## src/cross_morphology_filter_macros.svh

```systemverilog
// ----------------------------------------------------------------------------
// Cross morphology filter assertion macros
// Concurrent assertion wrappers, compiled out when ASSERT_OFF is defined.
// ----------------------------------------------------------------------------
`ifndef CROSS_MORPHOLOGY_FILTER_MACROS_SVH
`define CROSS_MORPHOLOGY_FILTER_MACROS_SVH
`ifndef ASSERT_OFF
// Assertion on an explicit clock and active-low reset.
`define CMF_ASSERT_CLK(lbl, clk, rst_n, prop) \
  lbl: assert property (@(posedge clk) disable iff (!rst_n) (prop)) \
    else $error("cross morphology filter assertion failed");
// Assertion on the block clock and reset.
`define CMF_ASSERT(lbl, prop) `CMF_ASSERT_CLK(lbl, clk_i, rst_ni, prop)
`else
`define CMF_ASSERT_CLK(lbl, clk, rst_n, prop)
`define CMF_ASSERT(lbl, prop)
`endif
`endif

```

## src/cmf_pkg.sv

```systemverilog
// ----------------------------------------------------------------------------
// Cross morphology filter package
// Shared widths, register indexes and payload types.
// ----------------------------------------------------------------------------
package cmf_pkg;

  localparam int unsigned CMF_MAX_WIDTH  = 1024;
  localparam int unsigned CMF_MAX_HEIGHT = 4096;

  localparam int unsigned CMF_PIX_W     = 8;
  localparam int unsigned CMF_FWIDTH_W  = 11;
  localparam int unsigned CMF_FHEIGHT_W = 13;

  localparam logic [CMF_PIX_W-1:0]     CMF_PIX_MAX     = 8'd255;
  localparam logic [CMF_FWIDTH_W-1:0]  CMF_FWIDTH_RST  = 11'd1024;
  localparam logic [CMF_FHEIGHT_W-1:0] CMF_FHEIGHT_RST = 13'd1024;

  // Configuration port
  localparam int unsigned CMF_CFG_IDX_W  = 2;
  localparam int unsigned CMF_CFG_DATA_W = 13;

  localparam logic [CMF_CFG_IDX_W-1:0] CMF_REG_MODE   = 2'd0;
  localparam logic [CMF_CFG_IDX_W-1:0] CMF_REG_WIDTH  = 2'd1;
  localparam logic [CMF_CFG_IDX_W-1:0] CMF_REG_HEIGHT = 2'd2;

  // At most three results per input pixel
  localparam int unsigned CMF_MAX_RES   = 3;
  localparam int unsigned CMF_RES_CNT_W = 2;

  // Position of a pixel within the frame
  typedef struct packed {
    logic first_col;
    logic col_ge2;
    logic last_col;
    logic row_ge1;
    logic row_ge2;
    logic last_row;
  } cmf_pos_t;

  // Neighbourhood gathered for one pixel
  typedef struct packed {
    logic [CMF_PIX_W-1:0] px;        // incoming pixel (r, c)
    logic [CMF_PIX_W-1:0] ctr;       // (r-1, c)
    logic [CMF_PIX_W-1:0] up;        // (r-2, c)
    logic [CMF_PIX_W-1:0] right;     // (r-1, c+1)
    logic [CMF_PIX_W-1:0] left;      // (r-1, c-1)
    logic [CMF_PIX_W-1:0] prev_px;   // (r, c-1)
    logic [CMF_PIX_W-1:0] prev2_px;  // (r, c-2)
  } cmf_win_t;

  typedef struct packed {
    logic [CMF_PIX_W-1:0] pixel;
    logic                 frame_end;
  } cmf_res_t;

endpackage

```

## src/cmf_kernel.sv

```systemverilog
// ----------------------------------------------------------------------------
// Cross morphology filter kernel
// Forms the up to three results one pixel releases and packs them in order.
// ----------------------------------------------------------------------------
module cmf_kernel import cmf_pkg::*; (
  input  logic                             mode_i,
  input  cmf_win_t                         win_i,
  input  cmf_pos_t                         pos_i,
  output cmf_res_t [CMF_MAX_RES-1:0]       res_o,
  output logic     [CMF_RES_CNT_W-1:0]     num_o
);

  logic [CMF_PIX_W-1:0] key;
  logic                 hit_a, hit_b, hit_c;
  logic                 va, vb, vc;
  cmf_res_t             res_a, res_b, res_c;

  assign key = mode_i ? CMF_PIX_MAX : '0;

  // Result for the pixel one row above the incoming one.
  assign hit_a = (win_i.ctr == key) || (win_i.px == key)
              || (pos_i.row_ge2 && (win_i.up == key))
              || (!pos_i.first_col && (win_i.left == key))
              || (!pos_i.last_col && (win_i.right == key));

  // Last row: result for the pixel to the left of the incoming one.
  assign hit_b = (win_i.prev_px == key) || (win_i.px == key)
              || (pos_i.row_ge1 && (win_i.left == key))
              || (pos_i.col_ge2 && (win_i.prev2_px == key));

  // Last pixel of the frame: result for the incoming pixel itself.
  assign hit_c = (win_i.px == key)
              || (pos_i.row_ge1 && (win_i.ctr == key))
              || (!pos_i.first_col && (win_i.prev_px == key));

  assign va = pos_i.row_ge1;
  assign vb = pos_i.last_row && !pos_i.first_col;
  assign vc = pos_i.last_row && pos_i.last_col;

  always_comb begin
    res_a.pixel     = hit_a ? key : win_i.ctr;
    res_a.frame_end = 1'b0;
    res_b.pixel     = hit_b ? key : win_i.prev_px;
    res_b.frame_end = 1'b0;
    res_c.pixel     = hit_c ? key : win_i.px;
    res_c.frame_end = 1'b1;

    if (va) begin
      res_o[0] = res_a;
    end else if (vb) begin
      res_o[0] = res_b;
    end else begin
      res_o[0] = res_c;
    end
    res_o[1] = (va && vb) ? res_b : res_c;
    res_o[2] = res_c;

    num_o = {1'b0, va} + {1'b0, vb} + {1'b0, vc};
  end

endmodule

```

## config.mk

```make
export PLATFORM = sky130hd
export DESIGN_NAME = cmf_kernel
export DESIGN_NICKNAME = d
export VERILOG_FILES = /design/src/cross_morphology_filter_macros.svh /design/src/cmf_pkg.sv /design/src/cmf_kernel.sv
export SDC_FILE = /design/constraint.sdc
export NUM_CORES = 1
export LEC_CHECK = 0
export ABC_CLOCK_PERIOD_IN_PS = 1700
export BUFFER_PORTS_ARGS = -buffer_cell sky130_fd_sc_hd__buf_2
export CAP_MARGIN = 20
export CORE_MARGIN = 2
export CORE_UTILIZATION = 25
export DETAILED_ROUTE_END_ITERATION = 10
export GPL_ROUTABILITY_DRIVEN = 0
export PLACE_DENSITY = 0.63
export SLEW_MARGIN = 20
export SYNTH_ARGS = -nofsm -noshare
export SYNTH_HDL_FRONTEND = slang
export SYNTH_SLANG_ARGS = --single-unit
```

## constraint.sdc

```tcl
create_clock -name vclk -period 1.7
set_input_delay 0.17 -clock vclk [all_inputs]
set_output_delay 0.17 -clock vclk [all_outputs]
set_load 0.01 [all_outputs]
```

== Yosys cells after proc, flatten, opt, wreduce, memory -nomap -nowiden ==
Index checks and enable logic that the tools add are counted.

* Word-level logic and storage cells: 37
* Flip-flop bits (word level): 0
* Output and inout bits: 29
* Bits of input ports: 63

* Reductions and logical operators: 21
* $add $sub $neg: 2
* Eq/ne operators: 7
* Mux-type cells: 7

{| class="wikitable"
|+ Operator list
! operator !! count
|-
| $eq 8x8->1 || 7
|-
| $mux 8 || 4
|-
| $mux 9 || 3
|-
| $logic_and 1x1->1 || 10
|-
| $logic_or 1x1->1 || 9
|-
| $add 1x1->2 || 1
|-
| $add 2x1->2 || 1
|-
| $logic_not 1->1 || 2
|}

== Depth between registers and ports, before layout ==
Gate-level depths: netlist of the first run.

* Depth after elaboration: 8
* Gate-level depth with buffers: 8
* Mapped depth without buffers: 6

== Worst setup path before layout of the first run ==
No wires, ideal clock.

* Path kind: input -> output
* Start point: in mode_i
* End point: out res_o[1] in the netlist's numbering
* Path buffers: 1
* Required time: 1.530 ns
* Stages on the path: 7
* Data arrival time: 1.666 ns
* Path slack: -0.136 ns
* Cells stage by stage: buf_6 or4_4 o41ai_2 nor3_1 nand4_4 o311a_4 o221ai_1

{| class="wikitable"
|+ RTL lines
! element !! RTL line !! text
|-
| start: declaration || cmf_kernel.sv:6 || <nowiki>input logic mode_i,</nowiki>
|-
| end: declaration || cmf_kernel.sv:9 || <nowiki>output cmf_res_t [CMF_MAX_RES-1:0] res_o,</nowiki>
|}

==> impl_metrics.csv, run 1 <==
group,metric,value,unit
route,dr_wl_met2,2089,µm
layout,drive_gt1_share,66.19,%
layout,regArea,0,µm²
global_route,first_global_vias,1619,
run,drv_cap,0,
logic_synthesis,netlist.area_leader.share,7.916,%
logic_synthesis,yosysSeqAreaShare,0,%
placed_design,dpl.hpwl,3378,µm
route,met1_length,1622,µm
route,drtAntennaViolNets,0,
sta,setup_ws,-0.3390,ns
status,status,"finished with violations",
sta,fin_crit,2.039,ns
route,viasPerCell,5.049,
route,wl_met3,283,µm
placed_design,port_buffers,91,
route,initialDrtViolationCount,12,
placed_design,placed_area,1767,µm²
global_route,grt_usage,17.83,%
sta,drv_slew,0,
layout,antenna_cells,0,
power,peakVddDrop,0.0001277,V
layout,nNetsFinal,347,
layout,area_growth,111.7,%
setup_path,arrival,1.87,ns
clock_tree,postCtsHoldBufs,0,
setup_path,worstPathCellList,"buf_6 -> or4_4 -> o41ai_4 -> nor3_2 -> nand4_4 -> o311a_4 -> o221ai_1 -> buf_2",
route,dr.pass1.iters,4,
logic_synthesis,synth_top_area_cell,"nand4_1",
logic_synthesis,yosysWarnings,0,
layout,nClkBuffers,0,
logic_synthesis,netlist_area,948.4,µm²
layout,final_cells,329,
setup_path,startpoint_type,"input pin",
floorplanning,fp.dieW,65.59,µm
sta,rsz0062_at_grt,"yes",
route,vias,1661,
power,cellLeakagePower,0.9792,nW
setup_path,path_class,"input pin to output pin",
global_route,grt_max_degree,9,
floorplanning,row_count,22,
logic_synthesis,synth_nets,209,
worst_hold_path,holdCritPathClass,"input pin to output pin",
route,top_layer,"met4",
sta,tns,-6.301,ns
floorplanning,ios,92,
route,drc,0,
logic_synthesis,yosysMostFrequentCell,"nor2_1",
floorplanning,dieArea,4302,µm²
setup_path,crit_fanout,8,
sta,fmax,490.4,MHz
layout,design_area,2008,µm²
logic_synthesis,yosys-top-cells-area,"nand4_1, nor2_1, o221ai_1",
logic_synthesis,synth.top_cells.by_count,"nor2_1, inv_1, nand2_1, nand4_1, o21ai_0",
global_route,grt_overflow_total,0,
global_route,grt_pass1_wl,6382,µm
floorplanning,initial_core_util,25.91,%
layout,seq_cells,0,
route,wl_per_cell,12.28,µm
setup_path,slowest_stage,"or4_4",
logic_synthesis,synth_cell_types,39,
sta,setup_viol,24,
logic_synthesis,postSynthAreaPerCell,6.541,µm²
power,cellPowerDensity,221.6,nW/µm²
route,routed_wl,4039,µm
layout,utilization,54.85,%
global_route,antenna_found_initial,0,
sta,period_share,119.9,%
placed_design,dpl.cell_count,323,
logic_synthesis,syn_inst,145,
floorplanning,fp.dieH,65.59,µm
power,finalPower,445.1,µW
setup_path,worstPathRequired,1.53,ns
sta,finalHoldViolCount,0,
floorplanning,coreArea,3661,µm²
setup_path,timing.critical_path.slowest_cell_delay,0.53,ns
status,violations,"setup timing",
setup_path,critPathCaptureType,"output pin",
==> power breakdown <==
| part | total (mW) | switching (mW) | internal, mW | leakage [nW] |
|---|---|---|---|---|
| registers | 0 | 0 | 0 | 0 |
| logic | 0.445 | 0.217 | 0.228 | 0.979 |
| clock network | 0 | 0 | 0 | 0 |
| total | 0.445 | 0.217 | 0.228 | 0.979 |
==> metrics by stage <==
step | hold WS [ns] | setup WS [ns]
after floorplan | 0.3875 | -0.1357
after global placement | 0.6992 | -0.3849
after detailed placement | 0.7052 | -0.4180
after CTS | 0.7064 | -0.3495
after global routing | 0.7252 | -0.4114
final | 0.7031 | -0.3390
==> metal layers <==
| layer | global-route usage (%) | up-vias |
|---|---|---|
| met2 | 36.73 | 61 |
| met5 | 0 | - |
| li1 | - | 840 |
| met3 | 2.226 | 6 |
| met1 | 19.28 | 754 |
| met4 | 2.604 | 0 |
==> timing repair <==
item	in CTS	in global routing
buffers inserted	1	5
resized for setup	28	19
endpoints found under the setup margin	24	24
pin swaps	17	7
==> logic make-up after synthesis <==
group	synth area share, %
AOI/OAI and AO/OA	29.55
adders and majority gates	2.111
buffers and inverters	9.893
other	0.3954
and+or+nand+nor	58.05
==> layout by cell type, fill, tap and decap left out, types with 8 or more instances in the layout <==
| cell | count |
|---|---|
| buf_2 | 87 |
| inv_1 | 18 |
| a211oi_2 | 9 |
| o21ai_2 | 9 |
| nand2_1 | 12 |
| nor2_1 | 17 |
| nand4_1 | 12 |
| buf_4 | 43 |
| buf_6 | 8 |
==> critical path, delay by kind of cell <==
family	cells	cell delay, ns
compound gates	3	0.72
buf+inv	2	0.25
simple gates	3	0.73
==> final cells by class <==
| type | instances | area, µm² |
|---|---|---|
| Timing Repair Buffer | 139 | 863.3 |
| Fill cell | 378 | 1653 |
| Multi-Input combinational cell | 124 | 1017 |
| Inverter | 18 | 67.56 |
| Tap cell | 48 | 60.06 |
==> path summary, 6_finish.rpt <==
check	to	start	cells after the start	slack, ns
hold / removal	res_o[25]	win_i[54]	4	0.70
setup / recovery	res_o[7]	win_i[34]	8	-0.34
Power figures use the tool's default switching activity.
==> run 2, diff against run 1 <==
Settings changed: RECOVER_POWER from default to 25.
==> impl_metrics.csv, run 2 (same netlist as run 1, synthesis figures left out) <==
group,metric,value,unit
status,status,"finished with violations",
status,violations,"setup timing",
layout,design_area,2007,µm²
placed_design,dpl.hpwl,3378,µm
worst_hold_path,min_to,"res_o[25]",
global_route,first_global_vias,1619,
global_route,grt_overflow_total,0,
sta,setup_viol,24,
power,pwr-share-clk,0,%
layout,area_growth,111.6,%
floorplanning,ios,92,
route,routed_wl,4044,µm
layout,final_cells,329,
floorplanning,coreArea,3661,µm²
worst_hold_path,worstHoldPathCells,4,
layout,antenna_cells,0,
run,drv_cap,0,
clock_tree,postCtsHoldBufs,0,
route,drtAntennaViolNets,0,
global_route,grt_pass1_wl,6382,µm
route,dr.pass1.iters,4,
floorplanning,fp.dieW,65.59,µm
setup_path,startpoint_type,"input pin",
power,peakVddDrop,0.0001276,V
layout,seq_cells,0,
power,switching_share,48.86,%
sta,finalHoldViolCount,0,
sta,setup_ws,-0.3390,ns
route,vias,1660,
power,cellPowerDensity,221.7,nW/µm²
sta,period_share,119.9,%
layout,drive_gt1_share,65.84,%
layout,nClkBuffers,0,
layout,final_cell_mix,"buf_2, buf_4, inv_1",
route,initialDrtViolationCount,12,
sta,fmax,490.4,MHz
sta,rsz0062_at_grt,"yes",
setup_path,startpoint,"win_i[34]",
setup_path,worstPathRequired,1.53,ns
placed_design,dpl.cell_count,323,
placed_design,placed_area,1767,µm²
floorplanning,row_count,22,
setup_path,arrival,1.87,ns
route,drc,0,
global_route,grt_max_degree,9,
floorplanning,dieArea,4302,µm²
power,power.switching,217.4,µW
route,viasPerCell,5.046,
worst_hold_path,holdCritPathClass,"input pin to output pin",
layout,n_fill_cell,379,
placed_design,port_buffers,91,
power,cellLeakagePower,0.9777,nW
route,wl_per_cell,12.29,µm
floorplanning,fp.dieH,65.59,µm
power,power_frac_comb,100.0,%
setup_path,crit_fanout,8,
setup_path,path_class,"input pin to output pin",
power,p_int,227.5,µW
floorplanning,initial_core_util,25.91,%
sta,fin_crit,2.039,ns
global_route,grt_usage,17.83,%
layout,layout_commonest_cell,"buf_2",
layout,regArea,0,µm²
global_route,antenna_found_initial,0,
setup_path,critPathCaptureType,"output pin",
layout,nNetsFinal,347,
sta,drv_slew,0,
power,p_seq_share,0,%
worst_hold_path,min-delay-start,"win_i[54]",
run 2: cell types whose count changed in the layout (fill, tap and decap cells not counted), sizes merged:
cell,change
buf,-1
clkbuf,+1
run 2: repair_timing:
action / CTS / global route
buffers inserted: 1 / 5
pin swaps: 17 / 7
gates resized for setup: 28 / 19
endpoints found under the setup margin: 24 / 24
run 2: how the worst max path moves through the flow:
stage                endpoint  cells after the start
finish               res_o[7]                      8
global route        res_o[17]                     11
CTS                  res_o[7]                      8
detailed placement   res_o[2]                      8
global placement     res_o[8]                      8
floorplan            res_o[1]                      7
run 2: area by class of cell:
type | count | area, µm² | share of cell area, %
repair buffers | 139 | 862.1 | 42.96
multi-input cells | 124 | 1017 | 50.69
well taps | 48 | 60.06 | 2.993
inverters | 18 | 67.56 | 3.367
run 2: through the flow:
| step | setup WS (ns) | hold slack (ns) | TNS [ns] | power [mW] | util (%) |
|---|---|---|---|---|---|
| finish | -0.3390 | 0.7031 | -6.298 | 0.4449 | 54.82 |
| global route | -0.4114 | 0.7252 | -8.220 | 0.4859 | 54.82 |
| CTS | -0.3495 | 0.7064 | -6.253 | 0.4292 | 52.22 |
| detailed placement | -0.4180 | 0.7052 | -7.881 | 0.3929 | 48.26 |
| global placement | -0.3849 | 0.6992 | -7.412 | 0.3890 | 48.26 |
| floorplan | -0.1357 | 0.3875 | -2.666 | 0.1609 | - |
run 2: power groups by stage:
stage                     logic [mW]  registers, mW  clock network, mW
after floorplan                0.161              0                  0
after global placement         0.389              0                  0
after detailed placement       0.393              0                  0
after CTS                      0.429              0                  0
after global routing           0.486              0                  0
final                          0.445              0                  0
run 2: per-layer routing:
metal | track usage (%) | vias up | routed length, µm
met2 | 36.73 | 61 | 2092
met3 | 2.226 | 6 | 284
li1 | - | 840 | -
met5 | 0 | - | 0
met1 | 19.28 | 753 | 1623
met4 | 2.604 | 0 | 44
run 2: critical path, cell delays in order:
cell and delay [ns]:
buf_6 0.09, or4_4 0.53, o41ai_4 0.32, nor3_2 0.10
nand4_4 0.10, o311a_4 0.26, o221ai_1 0.14, buf_2 0.16
