### config.mk
export PLATFORM = sky130hd
export DESIGN_NAME = cmf_result_buf_flat
export DESIGN_NICKNAME = d
export VERILOG_FILES = /design/src/cross_morphology_filter_macros.svh /design/src/cmf_pkg.sv /design/src/cmf_intf.sv /design/src/cmf_result_buf.sv /design/src/flat_wrapper.sv
export SDC_FILE = /design/constraint.sdc
export NUM_CORES = 1
export LEC_CHECK = 0
export BUFFER_PORTS_ARGS = -buffer_cell sky130_fd_sc_hd__buf_2
export CAP_MARGIN = 20
export CORE_MARGIN = 5
export CORE_UTILIZATION = 51
export CTS_CLUSTER_SIZE = 10
export DETAILED_ROUTE_END_ITERATION = 8
export PLACE_DENSITY_LB_ADDON = 0.05
export SYNTH_ARGS = -nofsm -noshare
export SYNTH_HDL_FRONTEND = slang
export SYNTH_SLANG_ARGS = --single-unit
export TNS_END_PERCENT = 10
### constraint.sdc
create_clock -name clk_i -period 2.3 [get_ports clk_i]
set_input_delay 0.46 -clock clk_i [delete_from_list [all_inputs] [get_ports clk_i]]
set_output_delay 0.46 -clock clk_i [all_outputs]
set_load 0.02 [all_outputs]
### src/cross_morphology_filter_macros.svh
// ----------------------------------------------------------------------------
// Cross morphology filter assertion macros
// Concurrent assertion wrappers, compiled out when ASSERT_OFF is defined.
// ----------------------------------------------------------------------------
`ifndef CROSS_MORPHOLOGY_FILTER_MACROS_SVH
`define CROSS_MORPHOLOGY_FILTER_MACROS_SVH
`ifndef ASSERT_OFF
// Assertion on an explicit clock and active-low reset.
`define CMF_ASSERT_CLK(lbl, clk, rst_n, prop) \
  lbl: assert property (@(posedge clk) disable iff (!rst_n) (prop)) \
    else $error("cross morphology filter assertion failed");
// Assertion on the block clock and reset.
`define CMF_ASSERT(lbl, prop) `CMF_ASSERT_CLK(lbl, clk_i, rst_ni, prop)
`else
`define CMF_ASSERT_CLK(lbl, clk, rst_n, prop)
`define CMF_ASSERT(lbl, prop)
`endif
`endif

### src/cmf_pkg.sv
// ----------------------------------------------------------------------------
// Cross morphology filter package
// Shared widths, register indexes and payload types.
// ----------------------------------------------------------------------------
package cmf_pkg;

  localparam int unsigned CMF_MAX_WIDTH  = 1024;
  localparam int unsigned CMF_MAX_HEIGHT = 4096;

  localparam int unsigned CMF_PIX_W     = 8;
  localparam int unsigned CMF_FWIDTH_W  = 11;
  localparam int unsigned CMF_FHEIGHT_W = 13;

  localparam logic [CMF_PIX_W-1:0]     CMF_PIX_MAX     = 8'd255;
  localparam logic [CMF_FWIDTH_W-1:0]  CMF_FWIDTH_RST  = 11'd1024;
  localparam logic [CMF_FHEIGHT_W-1:0] CMF_FHEIGHT_RST = 13'd1024;

  // Configuration port
  localparam int unsigned CMF_CFG_IDX_W  = 2;
  localparam int unsigned CMF_CFG_DATA_W = 13;

  localparam logic [CMF_CFG_IDX_W-1:0] CMF_REG_MODE   = 2'd0;
  localparam logic [CMF_CFG_IDX_W-1:0] CMF_REG_WIDTH  = 2'd1;
  localparam logic [CMF_CFG_IDX_W-1:0] CMF_REG_HEIGHT = 2'd2;

  // At most three results per input pixel
  localparam int unsigned CMF_MAX_RES   = 3;
  localparam int unsigned CMF_RES_CNT_W = 2;

  // Position of a pixel within the frame
  typedef struct packed {
    logic first_col;
    logic col_ge2;
    logic last_col;
    logic row_ge1;
    logic row_ge2;
    logic last_row;
  } cmf_pos_t;

  // Neighbourhood gathered for one pixel
  typedef struct packed {
    logic [CMF_PIX_W-1:0] px;        // incoming pixel (r, c)
    logic [CMF_PIX_W-1:0] ctr;       // (r-1, c)
    logic [CMF_PIX_W-1:0] up;        // (r-2, c)
    logic [CMF_PIX_W-1:0] right;     // (r-1, c+1)
    logic [CMF_PIX_W-1:0] left;      // (r-1, c-1)
    logic [CMF_PIX_W-1:0] prev_px;   // (r, c-1)
    logic [CMF_PIX_W-1:0] prev2_px;  // (r, c-2)
  } cmf_win_t;

  typedef struct packed {
    logic [CMF_PIX_W-1:0] pixel;
    logic                 frame_end;
  } cmf_res_t;

endpackage

### src/cmf_intf.sv


interface cmf_res_if import cmf_pkg::*; ();
  logic                 valid;
  logic                 ready;
  logic [CMF_PIX_W-1:0] pixel_out;
  logic                 frame_end;
  logic                 run_last;

  modport source (output valid, output pixel_out, output frame_end, output run_last,
                  input ready);
  modport sink   (input valid, input pixel_out, input frame_end, input run_last,
                  output ready);
endinterface


### src/cmf_result_buf.sv
// ----------------------------------------------------------------------------
// Cross morphology filter result buffer
// Holds the results of one pixel and hands them out one per transaction.
// ----------------------------------------------------------------------------
module cmf_result_buf import cmf_pkg::*; (
  input  logic                         clk_i,
  input  logic                         rst_ni,
  input  logic                         load_i,
  input  cmf_res_t [CMF_MAX_RES-1:0]   res_i,
  input  logic     [CMF_RES_CNT_W-1:0] num_i,
  output logic                         free_o,
  cmf_res_if.source                    out_o
);

  cmf_res_t [CMF_MAX_RES-1:0]   res_q;
  logic     [CMF_RES_CNT_W-1:0] num_q, idx_q;
  logic                         last;
  logic                         out_hs;

  assign last   = (idx_q == (num_q - CMF_RES_CNT_W'(1)));
  assign out_hs = out_o.valid && out_o.ready;
  assign free_o = (num_q == '0) || (out_o.ready && last);

  assign out_o.valid     = (num_q != '0);
  assign out_o.pixel_out = res_q[idx_q].pixel;
  assign out_o.frame_end = res_q[idx_q].frame_end;
  assign out_o.run_last  = last;

  always_ff @(posedge clk_i or negedge rst_ni) begin
    if (!rst_ni) begin
      num_q <= '0;
      idx_q <= '0;
    end else if (load_i) begin
      num_q <= num_i;
      idx_q <= '0;
    end else if (out_hs) begin
      if (last) begin
        num_q <= '0;
      end else begin
        idx_q <= idx_q + CMF_RES_CNT_W'(1);
      end
    end
  end

  always_ff @(posedge clk_i) begin
    if (load_i) begin
      res_q <= res_i;
    end
  end

endmodule

### src/flat_wrapper.sv
// flat-port wrapper written by rule: the top's interface ports become plain ports
module cmf_result_buf_flat import cmf_pkg::*;
  (clk_i, rst_ni, load_i, res_i, num_i, free_o, out_o_valid, out_o_pixel_out, out_o_frame_end, out_o_run_last, out_o_ready);
  cmf_res_if out_o_i ();
  input  logic clk_i;
  input  logic rst_ni;
  input  logic load_i;
  input  cmf_res_t [CMF_MAX_RES-1:0] res_i;
  input  logic     [CMF_RES_CNT_W-1:0] num_i;
  output logic free_o;
  output wire logic [$bits(out_o_i.valid)-1:0] out_o_valid;
  output wire logic [$bits(out_o_i.pixel_out)-1:0] out_o_pixel_out;
  output wire logic [$bits(out_o_i.frame_end)-1:0] out_o_frame_end;
  output wire logic [$bits(out_o_i.run_last)-1:0] out_o_run_last;
  input wire logic [$bits(out_o_i.ready)-1:0] out_o_ready;
  assign out_o_valid = out_o_i.valid;
  assign out_o_pixel_out = out_o_i.pixel_out;
  assign out_o_frame_end = out_o_i.frame_end;
  assign out_o_run_last = out_o_i.run_last;
  assign out_o_i.ready = out_o_ready;
  cmf_result_buf u_core (.clk_i(clk_i), .rst_ni(rst_ni), .load_i(load_i), .res_i(res_i), .num_i(num_i), .free_o(free_o), .out_o(out_o_i));
endmodule
## Word-level counts from Yosys, hierarchy flattened

Index checks and enable logic that the tools add are counted.

- Logic and storage cells: 30
- Bits of input ports: 33
- Register bits: 31

- $add $sub $neg: 2
- $lt $le $gt $ge: 1
- Multiplexer cells: 8
- Reductions and logical operators: 9
- Equal/unequal tests: 2

Operator list:

| operator | count |
|---|---|
| binary-select mux 9 bit (select 2 bit) | 1 |
| 2-to-1 mux 2 bit | 6 |
| 2-to-1 mux 9 bit | 1 |
| nonzero test 2 bit | 3 |
| AND reduction 2 bit | 2 |
| less-than comparator 2 x 3 -> 1 bit, second input constant | 1 |
| adder 2 x 1 -> 2 bit, second input constant | 1 |
| == test 2 bit | 1 |
| logical AND 1 bit | 2 |
| zero test 2 bit | 1 |
| inequality test 2 bit, second input constant | 1 |
| subtractor 2 x 1 -> 2 bit, second input constant | 1 |
| logical OR 1 bit | 1 |

## Logic depth before layout (Yosys ltp)

Gate-level depths: netlist of run 1.

- Word-level depth: 5
- Mapped depth: 5
- Gate-level depth less buffers: 5

## Worst setup path after synthesis of run 1

Ideal clock, no wire load.

- Path type: reg-to-output
- Start point: register u_core.num_q[0]
- End point: output port free_o
- Buffers on the path: 0
- Cell stages (with the launch flop): 6
- Data arrival time: 1.529 ns
- Data required time: 1.840 ns
- Slack: 0.311 ns
- Cells stage by stage: dfrtp_1 > inv_1 > ha_1 > xnor2_2 > nor2_1 > a21o_1

- Cells in the longest elaborated chain, start to end: 4
- Elaborated cells between the ends (all ways): 5
- Those cells by class: add/sub (1); eq/ne (1); reduce/logical (3)

Ends and longest elaborated chain:

| element | RTL line | RTL |
|---|---|---|
| from (decl) | cmf_result_buf.sv:16 | `logic [CMF_RES_CNT_W-1:0] num_q, idx_q;` |
| from (signal assigned) | cmf_result_buf.sv:34 | `num_q <= num_i;` |
| subtractor 2 x 1 -> 2 bit | cmf_result_buf.sv:20 | `assign last = (idx_q == (num_q - CMF_RES_CNT_W'(1)));` |
| == test 2 bit | cmf_result_buf.sv:20 |  |
| named net out_o_run_last | flat_wrapper.sv:14 | `output wire logic [$bits(out_o_i.run_last)-1:0] out_o_run_last;` |
| logical AND 1 bit | cmf_result_buf.sv:22 | `assign free_o = (num_q == '0) \|\| (out_o.ready && last);` |
| logical OR 1 bit | cmf_result_buf.sv:22 |  |
| to (decl) | flat_wrapper.sv:10 | `output logic free_o;` |

The timed path passes the listed nets, and every way through them passes these cells.

## Final worst setup path of run 1

- Start point: register u_core.num_q[0]
- End point: output port free_o

- Cells in the longest elaborated chain, start to end: 4
- Elaborated cells between the ends (all ways): 5
- Those cells by class: add/sub (1); eq/ne (1); reduce/logical (3)

Ends and longest elaborated chain:

| element | RTL line |
|---|---|
| subtractor 2 x 1 -> 2 bit | cmf_result_buf.sv:20 |
| == test 2 bit | cmf_result_buf.sv:20 |
| logical AND 1 bit | cmf_result_buf.sv:22 |
| logical OR 1 bit (*) | cmf_result_buf.sv:22 |

Every way passes the cells marked *; elsewhere a longest branch is shown, timed or not.

==> results.txt, run 1 <==
In this run the worst hold path is classified as in -> reg. After technology mapping, the gate count stands at 84. The average wire per standard cell is 13.6 um, and the net load switching power is 0.326 mW. Across all hold checks on the routed design, the worst slack comes to 0.305 ns.

In the routed design, unresolved DRC markers number 0. From bottom edge to top edge, the die measures 59.7 um. For the area of all sequential standard cells, the log shows 911 um^2. The run gives 20 as the unique cell type count in the Yosys netlist. The number of setup violations in the final report was 0; the static leakage power was 0.662 nW. The tools report the die outline area as 0.00356 mm^2. The longest clock path from root to sink contains 2 buffers.

After clock tree synthesis, the clock-pin slew on the worst setup and hold paths is 0.10 ns. The total routed wirelength was 2280 um. During synthesis, Yosys emitted a total of 0 warnings.

The total count of max-transition violations in the final report is 0. Counting flops and latches in the post-synthesis netlist gives 31. The global placer's final weighted congestion is 0.779.

The worst setup path is captured at an output port. The logs give 0.558 for the headroom to the max-slew limit and 5 for the number of buffers created by CTS. The mux contribution to synthesized area was 0.0896; the part of the total power dissipated in combinational logic was 0.200. The final hold violation count is 0.

The first TritonRoute pass finished after 3 iterations. The antenna cell count is 0. For the number of global-route vias before repair, the log shows 794. The tools report the clock latency on the worst-skew pair as 0.31 ns.

After detailed routing, the number of vias per cell comes to 4.80. The tools report the cell at the root of the clock tree as sky130_fd_sc_hd__clkbuf_4. The total area inside the core boundary comes to 0.00241 mm^2. The overall track demand over capacity in global routing is 0.140, and the post-synthesis instance area is 0.00126 mm^2. The power density of the placed cells is 763 mW/mm^2, and the power share of the sequential group is 0.567.

Largest fanout of any net on the critical path: 4. Setup repair after global routing could not meet its margin everywhere. After synthesis, the largest family of logic cells by area is multiplexers. The tools report the maximum level of the CTS H-tree as 2.

Final critical-path required period: 2.22 ns. The net count of the finished layout is 171. The initial antenna violation count came out at 0. For the pin with the worst max-slew slack, the measured transition is 0.663 ns.

The simple-gate share of the synthesized area works out to 0.0677. TritonCTS built the clock tree. The highest clock frequency the design can meet was 450 MHz; the xor/xnor share of the synthesized area was 0.0199.

For the worst setup path, the data arrival time is 1.76 ns. Across all register-to-register paths, the minimum setup slack is 0.71 ns. Arithmetic-cell share of the synthesized area counting full adders, half adders and majority gates: 0.00995. The ratio of cells with drive above 1 in the final layout was 0.413.

The switching power as a share of total power is 0.268, and the pin count of the biggest net entering global routing is 33. In this run the count of I/O pins placed on the die edge is 45. The critical path class is reg -> out. Portion of the clock cycle consumed by the worst path in the final layout: 0.966. The net count of the mapped netlist was 118. For the cell total after placement, the log shows 159. The logs give 0 for the remaining global-route overflow and 1.84 ns for the required arrival time at the worst endpoint. The worst setup path is launched from a flop. The area growth from synthesis to layout is 26.6%. Summing all multi-input logic gate instances after layout gives 323 um^2. The fraction of the yosys area taken by sequential cells was 0.724.

Row generation in the floorplan step produced 18 rows. The worst-case IR drop observed on VDD is 0.597 mV. Violation count after the first detailed-routing iteration: 14. The run gives 3410 um as the first-pass GRT wire length. The run gives 0.522 as the starting density of the core. The logs give 31 for the number of sinks handled by clock tree synthesis and 0 for the number of nets with antenna violations after detailed routing.

The portion of total power attributed to the clock network is 0.233, and the number of violations of the max-capacitance limit is 0. Per-instance average area after synthesis: 15.0 um^2. The buffers inserted during post-CTS setup optimization was 0. The tools report the final standard cell utilization of the core as 0.660.

The floorplan step set the die width to 59.7 um. Area fraction in compound gates after synthesis: 0.0677. The number of port buffers came out at 44. Excluding fillers, the count of instances in the completed layout stands at 168. Across the routed clock network, the largest skew measured is 0.000320 ns. The run finished with clean final reports. The via count of the routed design is 807, and the sum of net half-perimeters after detailed placement is 1700 um.

Internal power comes to 0.889 mW. The filler cells instantiated in the layout total 190.
==> timing repair <==
item / CTS / global route
resized for setup: 0 / 1
hold buffers: 1 / 0
setup endpoints to repair: 0 / 7
hold endpoints to repair: 4 / 0
==> cell type report <==
| type | instances | share of cell area |
|---|---|---|
| Inverter | 3 | 0.00708 |
| Multi-Input combinational cell | 47 | 0.203 |
| Timing Repair Buffer | 49 | 0.164 |
| Tap cell | 30 | 0.0236 |
| Sequential cell | 31 | 0.572 |
| Clock buffer | 8 | 0.0307 |
==> routing by layer <==
metal  wire, um  track usage  up-vias
li1           -            -      411
met3        225       0.0583        5
met2       1210        0.235       28
met4         39       0.0854        0
met1        810        0.143      363
met5          0            0        -
==> through the flow <==
stage	cell area (um^2)	setup TNS (ns)	worst slack, ns	power [mW]
after floorplan	1260	0	0.311	0.844
after global placement	1530	0	0.471	0.940
after detailed placement	1530	0	0.408	0.946
after CTS	1590	0	0.0467	1.23
after global routing	1590	-0.0573	-0.0573	1.28
final	1590	0	0.0785	1.21
==> kinds of logic (layout without fill, tap and decap cells) <==
| group | after synthesis | in the layout |
|---|---|---|
| DFF | 31 | 31 |
| and+or+nand+nor | 19 | 19 |
| AOI/OAI and AO/OA | 14 | 14 |
| muxes | 11 | 11 |
| buffers and inverters | 6 | 60 |
| xor gates and xnor gates | 2 | 2 |
| adders and majority gates | 1 | 1 |
==> worst paths after layout <==
kind	startpoint	to	cells past startpoint
worst max-delay path	u_core.num_q[0]$_DFFE_PN0P_	free_o	6
worst min-delay path	res_i[18]	u_core.res_q[18]$_DFFE_PP_	1
worst max register to register	u_core.num_q[0]$_DFFE_PN0P_	u_core.idx_q[0]$_DFFE_PN0P_	5
worst min register to register	u_core.num_q[1]$_DFFE_PN0P_	u_core.num_q[1]$_DFFE_PN0P_	2
max in group asynchronous	rst_ni	u_core.idx_q[0]$_DFFE_PN0P_	2
min in group asynchronous	rst_ni	u_core.num_q[1]$_DFFE_PN0P_	2
==> cells in the final DEF (no fill, tap or decap) <==
| cell | n |
|---|---|
| sky130_fd_sc_hd__buf_2 | 44 |
| sky130_fd_sc_hd__edfxtp_1 | 27 |
| sky130_fd_sc_hd__nand2_1 | 11 |
| sky130_fd_sc_hd__mux2i_1 | 9 |
| sky130_fd_sc_hd__o21ai_0 | 9 |
| sky130_fd_sc_hd__clkbuf_4 | 5 |
| sky130_fd_sc_hd__buf_4 | 4 |
| sky130_fd_sc_hd__dfrtp_1 | 4 |
| sky130_fd_sc_hd__inv_1 | 3 |
| sky130_fd_sc_hd__nor2_1 | 3 |
| sky130_fd_sc_hd__nor2b_1 | 3 |
| sky130_fd_sc_hd__clkbuf_1 | 3 |
| sky130_fd_sc_hd__o31ai_1 | 2 |
| sky130_fd_sc_hd__nor2b_2 | 1 |
| sky130_fd_sc_hd__xnor2_2 | 1 |
| sky130_fd_sc_hd__xnor2_1 | 1 |
| sky130_fd_sc_hd__a21o_1 | 1 |
| sky130_fd_sc_hd__o211ai_2 | 1 |
| sky130_fd_sc_hd__mux2_2 | 1 |
| sky130_fd_sc_hd__nor3b_1 | 1 |
| sky130_fd_sc_hd__o21ai_1 | 1 |
| sky130_fd_sc_hd__mux2_1 | 1 |
| sky130_fd_sc_hd__ha_1 | 1 |
| sky130_fd_sc_hd__dlygate4sd3_1 | 1 |
==> Yosys cell counts <==
cell type	number	area share
sky130_fd_sc_hd__a21o_1	1	0.0060
sky130_fd_sc_hd__buf_4	1	0.0060
sky130_fd_sc_hd__clkbuf_1	2	0.0060
sky130_fd_sc_hd__dfrtp_1	4	0.080
sky130_fd_sc_hd__edfxtp_1	27	0.64
sky130_fd_sc_hd__ha_1	1	0.0099
sky130_fd_sc_hd__inv_1	3	0.0090
sky130_fd_sc_hd__mux2_1	1	0.0090
sky130_fd_sc_hd__mux2_2	1	0.0090
sky130_fd_sc_hd__mux2i_1	9	0.072
sky130_fd_sc_hd__nand2_1	11	0.033
sky130_fd_sc_hd__nor2_1	3	0.0090
sky130_fd_sc_hd__nor2b_1	4	0.020
sky130_fd_sc_hd__nor3b_1	1	0.0060
sky130_fd_sc_hd__o211ai_2	1	0.0099
sky130_fd_sc_hd__o21ai_0	9	0.036
sky130_fd_sc_hd__o21ai_1	1	0.0040
sky130_fd_sc_hd__o31ai_1	2	0.012
sky130_fd_sc_hd__xnor2_1	1	0.0070
sky130_fd_sc_hd__xnor2_2	1	0.013
==> sequential cells by signal (all words and copies together), names as in the netlist <==
| name | flops |
|---|---|
| u_core.res_q | 27 |
| u_core.num_q | 2 |
| u_core.idx_q | 2 |
==> critical path: stages (launching register included) <==
cell	delay, ns
sky130_fd_sc_hd__dfrtp_1	0.40
sky130_fd_sc_hd__inv_1	0.07
sky130_fd_sc_hd__ha_1	0.33
sky130_fd_sc_hd__xnor2_2	0.23
sky130_fd_sc_hd__nor2_1	0.10
sky130_fd_sc_hd__a21o_1	0.18
sky130_fd_sc_hd__buf_2	0.15
==> power groups by stage <==
| stage | sequential, mW | clock (mW) | combinational (mW) |
|---|---|---|---|
| after global routing | 0.694 | 0.320 | 0.268 |
| after CTS | 0.689 | 0.295 | 0.247 |
| final | 0.689 | 0.283 | 0.243 |
| after global placement | 0.700 | 0 | 0.240 |
| after floorplan | 0.688 | 0 | 0.156 |
| after detailed placement | 0.701 | 0 | 0.245 |
No activity file was read; power rests on OpenSTA's default activity.
==> inputs of run 2 (changes only) <==
BUFFER_PORTS_ARGS = -buffer_cell sky130_fd_sc_hd__buf_4   (was -buffer_cell sky130_fd_sc_hd__buf_2)
==> results.txt, run 2 (synthesis results as in run 1) <==
The flow ran to the end, and the final reports show no timing, DRC or antenna violations. The register name with the most flops was u_core.res_q. The number of buffers created by CTS is 5 (unchanged). The data arrival time of the critical path came out at 1.70 ns (-0.06 ns). The global placer's final weighted congestion was 0.742 (-4.7%). The slew of the pin with the lowest slew margin is 0.396 ns (-0.267 ns), and the via count of the routed design is 809 (+0.25%). The run gives 159 (unchanged) as the cell total after placement. Vertical die dimension: 59.7 um (unchanged). The final routed DRC violation total is 0 (unchanged). The power density of the placed cells was 727 mW/mm^2 (-4.7%); the worst vdd rail ir drop was 0.574 mV (-3.9%). The average wire per standard cell is 13.2 um (-2.6%). The worst hold slack across all endpoints is 0.315 ns (+0.0103 ns), and the number of cells traversed by the worst register-to-register path is 5 (unchanged). The final critical-path required period was 2.16 ns (-0.0653 ns); the number of port buffers was 44 (unchanged).

STA classifies the critical path startpoint as a flop. The required arrival time at the worst endpoint was 1.84 ns (about the same). The clock transition at the registers of the reported paths came out at 0.09 ns (about the same).

The final net count was 172 (+0.58%). End of the worst register-to-register path: u_core.idx_q[0]$_DFFE_PN0P_. Total negative setup slack: 0 ns (unchanged).

The switching power as a share of total power was 0.263 (-0.00586); the net load switching power was 0.328 mW (+0.53%). The number of iterations in the first detailed-routing pass was 3 (unchanged). The min-delay analysis places its worst path in the category in -> reg.

The antenna cell count was 0 (unchanged); the horizontal die dimension was 59.7 um (unchanged). The violation count after the first detailed-routing iteration is 25 (+11). The pin count of the biggest net entering global routing was 36 (+9.1%); the worst stage delay on the critical path was 0.39 ns (about the same).

Traced cell by cell, the critical path runs through inv_1, ha_4, xnor2_2, nor2_1, a21o_1, buf_4. The clock skew after layout was 0.000166 ns (-0.000154 ns); the largest buffer count on any clock path was 2 (unchanged). For the sum of net half-perimeters after detailed placement, the log shows 1650 um (-2.5%). The total routed wirelength was 2220 um (-2.6%). For the static leakage power, the log shows 0.707 nW (+6.8%).

The critical path's slowest cell is sky130_fd_sc_hd__dfrtp_1. The logs give 45 (unchanged) for the top-level port count and 31 (unchanged) for the number of sinks handled by clock tree synthesis. Worst setup slack after placement: 0.417 ns (+0.00965 ns). The tools report the remaining global-route overflow as 0 (unchanged). The clock latency on the worst-skew pair was 0.31 ns (about the same).

The launching instance or port of the critical path is u_core.num_q[0]$_DFFE_PN0P_. Via count normalized by instance count: 4.82 (+0.25%). For the final cell count without fillers, the log shows 168 (unchanged).

The worst setup path is captured at an output port. The tools report the total count of max-transition violations in the final report as 0 (unchanged). The endpoint of the most critical setup path was free_o. Setup repair after global routing left no endpoint under its margin. The largest registers in the layout are u_core.res_q (27), u_core.idx_q (2), u_core.num_q (2).

The ratio of cells with drive above 1 in the final layout is 0.428 (+0.0145). The number of global-route vias before repair is 821 (+3.4%). The tree is rooted in a sky130_fd_sc_hd__clkbuf_4. Relative to the synthesized area, the layout overhead comes to 36.5%. For the number of rows created at floorplan, the log shows 18 (unchanged). The number of setup violations in the final report was 0 (unchanged); the largest fanout of any net on the critical path was 4 (unchanged). The tools report the number of nets with antenna violations after detailed routing as 0 (unchanged). Maximum level of the CTS H-tree: 2 (unchanged). Flip-flop count of the largest register after layout: 27 (unchanged). The power share of the sequential group is 0.545 (-0.022), and the least setup slack across all paths after layout is 0.144 ns (+0.0653 ns). The logs give 0.522 (unchanged) for the starting density of the core and 0.240 (+0.040) for the part of the total power dissipated in combinational logic.

The tools report the worst flop-to-flop path startpoint as u_core.num_q[0]$_DFFE_PN0P_. TritonCTS built the clock tree. The tools report the reg-to-reg setup timing slack as 0.80 ns (+0.09 ns). The placeable core region is 0.00241 mm^2 (unchanged). The tools report the overall track demand over capacity in global routing as 0.143 (+0.00274). The final hold violation count is 0 (unchanged), and the initial antenna violation count is 0 (unchanged). The die outline area came out at 0.00356 mm^2 (unchanged). First-pass GRT wire length: 3510 um (+2.8%). The number of violations of the max-capacitance limit was 0 (unchanged). Highest clock frequency the design can meet: 464 MHz (+3.0%). In the layout the commonest cells are sky130_fd_sc_hd__buf_4, sky130_fd_sc_hd__edfxtp_1, sky130_fd_sc_hd__nand2_1. The portion of total power attributed to the clock network is 0.215 (-0.018). The internal power contribution was 0.921 mW (+3.6%). The critical path class was reg -> out. Portion of the clock cycle consumed by the worst path in the final layout: 0.937 (-0.0284). The tools report the headroom to the max-slew limit as 0.736 (+0.178).

The library cell used most frequently in the layout, excluding fill and tap cells, is sky130_fd_sc_hd__buf_4.
==> run 2: cell count changes in the layout (fill, tap and decap cells not counted), sizes merged <==
cell    previous run  this run
buf               48        49
clkbuf             8         5
clkinv             0         2
==> run 2: per-stage QoR <==
step           power [mW]  utilization  cell area (um^2)
2_1_floorplan       0.844            -              1260
3_3_place_gp        0.980        0.681              1640
3_5_place_dp        0.987        0.681              1640
4_1_cts              1.26        0.704              1700
5_1_grt              1.33        0.712              1720
6_report             1.25        0.712              1720
==> run 2: worst min path at each step <==
stage | cells past startpoint | endpoint | from | slack [ns]
after global placement | 1 | u_core.num_q[1]$_DFFE_PN0P_ | rst_ni | 0.26
after detailed placement | 1 | u_core.num_q[1]$_DFFE_PN0P_ | rst_ni | 0.26
final | 1 | u_core.res_q[0]$_DFFE_PP_ | res_i[0] | 0.32
after floorplan | 0 | u_core.idx_q[0]$_DFFE_PN0P_ | rst_ni | 0.16
after CTS | 1 | u_core.res_q[0]$_DFFE_PP_ | res_i[0] | 0.30
after global routing | 1 | u_core.res_q[6]$_DFFE_PP_ | res_i[6] | 0.28
==> run 2: area by class of cell <==
| cell class | instances | area [um^2] |
|---|---|---|
| Sequential cell | 31 | 911 |
| Fill cell | 175 | 693 |
| Timing Repair Buffer | 50 | 378 |
| Multi-Input combinational cell | 47 | 333 |
| Clock buffer | 5 | 37.5 |
| Tap cell | 30 | 37.5 |
| Inverter | 3 | 11.3 |
| Clock inverter | 2 | 8.76 |
==> run 2: critical path, delay by kind of cell, from the launching register on <==
kind / cells / cell delay (ns)
simple gates: 1 / 0.09
buf+inv: 2 / 0.27
compound gates: 1 / 0.18
flops: 1 / 0.39
xor+xnor: 1 / 0.23
fa+ha+maj: 1 / 0.22
==> run 2: repair_timing <==
action | in CTS | in global routing
setup endpoints to repair | 0 | 1
endpoints found under the hold margin | 4 | 0
hold buffers | 1 | 0
gates resized for setup | 0 | 1
setup buffers | 0 | 1
==> run 2: per-layer routing <==
metal	global-route usage	routed length [um]
met5	0	0
met4	0.0665	19
met3	0.0691	174
met2	0.225	1160
met1	0.162	871
==> run 2: power groups by stage <==
stage	registers [mW]	clock network, mW	logic (mW)
2_1_floorplan	0.688	0	0.156
3_3_place_gp	0.692	0	0.288
3_5_place_dp	0.694	0	0.293
4_1_cts	0.682	0.283	0.295
5_1_grt	0.685	0.315	0.327
6_report	0.680	0.269	0.300
==> inputs of run 3 (changes only) <==
CELL_PAD_IN_SITES_DETAIL_PLACEMENT = 2   (was unset)
CELL_PAD_IN_SITES_GLOBAL_PLACEMENT = 2   (was unset)
CORE_UTILIZATION = 34   (was 51)
==> results.txt, run 3 (synthesis results as in run 1) <==
The horizontal die dimension works out to 70.8 um (+19%). Number of violations of the max-capacitance limit: 0 (unchanged). Setup repair after global routing left no endpoint under its margin. The logs give 0 (unchanged) for the number of nets with antenna violations after detailed routing and 0.27 ns (-0.04 ns) for the clock latency on the worst-skew pair. The clock transition at the registers of the reported paths was 0.06 ns (-0.03 ns). For the worst vdd rail ir drop, the log shows 0.426 mV (-26%). For the placeable core region, the log shows 0.00363 mm^2 (+51%). TritonCTS built the clock tree. The tools report the largest buffer count on any clock path as 2 (unchanged). The final routed DRC violation total is 0 (unchanged), and the slew of the pin with the lowest slew margin is 0.424 ns (+0.0282 ns).

The data arrival time of the critical path was 1.68 ns (-0.02 ns). Cell at the root of the clock tree: sky130_fd_sc_hd__clkbuf_8. The number of port buffers was 44 (unchanged).

The critical path goes through inv_1, ha_1, xnor2_2, nor2_1, a21o_1, buf_4. The final net count was 171 (-0.58%); the starting density of the core was 0.346 (-0.176). The static leakage power is 0.713 nW (+0.83%), and the vertical die dimension is 70.8 um (+19%). The ratio of cells with drive above 1 in the final layout was 0.406 (-0.0217); the highest clock frequency the design can meet was 468 MHz (+0.93%).

The number of global-route vias before repair was 987 (+20%); the via count of the routed design was 862 (+6.6%). Portion of the clock cycle consumed by the worst path in the final layout: 0.929 (-0.00863). The final standard cell utilization of the core came out at 0.482 (-0.230). The worst setup path is of the reg -> out kind. The number of buffers created by CTS came out at 5 (unchanged). The tools report the die outline area as 0.00501 mm^2 (+41%). For the total count of max-transition violations in the final report, the log shows 0 (unchanged).

For the maximum level of the CTS H-tree, the log shows 2 (unchanged). The largest fanout of any net on the critical path works out to 3 (-1). The worst stage delay on the critical path came out at 0.40 ns (about the same).

Pin count of the biggest net entering global routing: 36 (unchanged). The number of setup violations in the final report is 0 (unchanged), and the via count normalized by instance count is 4.63 (-3.8%). For the final hold violation count, the log shows 0 (unchanged).

The worst setup slack after placement is 0.382 ns (-0.0353 ns), and the headroom to the max-slew limit is 0.717 (-0.0188). STA classifies the critical path startpoint as a flop. First-pass GRT wire length: 4630 um (+32%).

The worst hold path belongs to the class in -> reg. The largest registers in the layout are u_core.res_q (27), u_core.idx_q (2), u_core.num_q (2). The antenna cell count was 0 (unchanged); the area of all sequential standard cells was 911 um^2 (unchanged). The top cell types in the final layout, fill and taps aside, are sky130_fd_sc_hd__buf_4, sky130_fd_sc_hd__edfxtp_1, sky130_fd_sc_hd__nand2_1. The overall track demand over capacity in global routing was 0.125 (-0.0179); the violation count after the first detailed-routing iteration was 37 (+48%).

The global placer's final weighted congestion came out at 0.694 (-6.5%). The tools report the top-level port count as 45 (unchanged). STA classifies the critical path endpoint as an output port. For the multi-input logic area, the log shows 320 um^2 (-3.8%). The final critical-path required period is 2.14 ns (-0.0199 ns). The run gives 381 (+120%) as the number of filler instances in the final layout.

Among all stages on the critical path, the largest delay is contributed by sky130_fd_sc_hd__dfrtp_1. The clock skew after layout is 0.00142 ns (+0.00125 ns). Remaining global-route overflow: 0 (unchanged). The total routed wirelength was 2930 um (+32%); the initial antenna violation count was 0 (unchanged). The tools report the total power as 1.38 mW (+10%). The logs give 2180 um (+32%) for the sum of net half-perimeters after detailed placement and 31 (unchanged) for the number of sinks handled by clock tree synthesis. The kind of cell adding the most delay to the critical path is flip-flops.

More flip-flops sit in one register than any other, and that register is u_core.res_q. The tools report the total negative setup slack as 0 ns (unchanged). The run finished with clean final reports. The least setup slack across all paths after layout is 0.164 ns (+0.0199 ns).

The most common library cell in the layout ignoring fill and taps is sky130_fd_sc_hd__buf_4. The average wire per standard cell was 15.8 um (+19%); the flip-flop count of the largest register after layout was 27 (unchanged). The area growth from synthesis to layout is 39.4%. The critical path buffer and inverter count is 2 (unchanged). The number of iterations in the first detailed-routing pass was 4 (+1); the power density of the placed cells was 786 mW/mm^2 (+8.1%). The required arrival time at the worst endpoint is 1.84 ns (about the same). The tools report the number of rows created at floorplan as 22 (+4).
==> run 3: cell count changes in the layout (fill, tap and decap cells not counted) <==
cell	change
sky130_fd_sc_hd__clkinv_1	+1
sky130_fd_sc_hd__buf_4	-1
sky130_fd_sc_hd__clkbuf_1	+1
sky130_fd_sc_hd__ha_1	+1
sky130_fd_sc_hd__clkbuf_8	+5
sky130_fd_sc_hd__clkbuf_4	-5
sky130_fd_sc_hd__clkinv_2	-1
sky130_fd_sc_hd__ha_4	-1
==> run 3: per-stage QoR <==
step	instances	hold slack [ns]	cell area [um^2]
after global placement	176	0.262	1660
after floorplan	84	0.164	1260
after global routing	186	0.330	1750
final	186	0.356	1750
after detailed placement	176	0.261	1660
after CTS	185	0.341	1750
==> run 3: timing repair <==
action / CTS / global route
hold endpoints to repair: 4 / 0
setup endpoints to repair: 0 / 1
setup buffers: 0 / 1
hold buffers: 1 / 0
resized for setup: 0 / 0
==> run 3: power by group <==
group	total [mW]	internal, mW	switching (mW)
combinational	0.301	0.147	0.154
clock	0.395	0.206	0.189
sequential	0.682	0.663	0.0193
total	1.38	1.02	0.363
==> run 3: final timing paths <==
kind,start,endpoint,slack [ns],cells after the start
min in group asynchronous,rst_ni,u_core.num_q[1]$_DFFE_PN0P_,0.53,2
min reg2reg,u_core.num_q[1]$_DFFE_PN0P_,u_core.num_q[1]$_DFFE_PN0P_,0.57,2
min,res_i[9],u_core.res_q[9]$_DFFE_PP_,0.36,1
max reg2reg,u_core.num_q[0]$_DFFE_PN0P_,u_core.idx_q[1]$_DFFE_PN0P_,0.56,6
max,u_core.num_q[0]$_DFFE_PN0P_,free_o,0.16,6
max in group asynchronous,rst_ni,u_core.idx_q[0]$_DFFE_PN0P_,1.67,2
==> run 3: cell type report <==
| cell class | count | share of cell area |
|---|---|---|
| inverter | 3 | 0.00642 |
| multi-input combinational | 47 | 0.183 |
| clock inverter | 2 | 0.00428 |
| clock buffer | 6 | 0.0414 |
| timing repair buffer | 49 | 0.211 |
| sequential | 31 | 0.520 |
| tap | 48 | 0.0343 |
==> run 3: metal layers <==
metal / GRT usage / wire length [um] / up-vias
met1: 0.122 / 1130 / 415
met5: 0 / 0 / -
met3: 0.0668 / 241 / 2
met2: 0.219 / 1550 / 33
li1: - / - / 412
met4: 0.0501 / 20 / 0
==> run 3: worst register-to-register path, cell delays in order (launching register included) <==
cell,delay [ns]
sky130_fd_sc_hd__dfrtp_1,0.40
sky130_fd_sc_hd__inv_1,0.08
sky130_fd_sc_hd__ha_1,0.33
sky130_fd_sc_hd__xnor2_2,0.15
sky130_fd_sc_hd__buf_4,0.14
sky130_fd_sc_hd__o211ai_2,0.16
sky130_fd_sc_hd__mux2_2,0.36
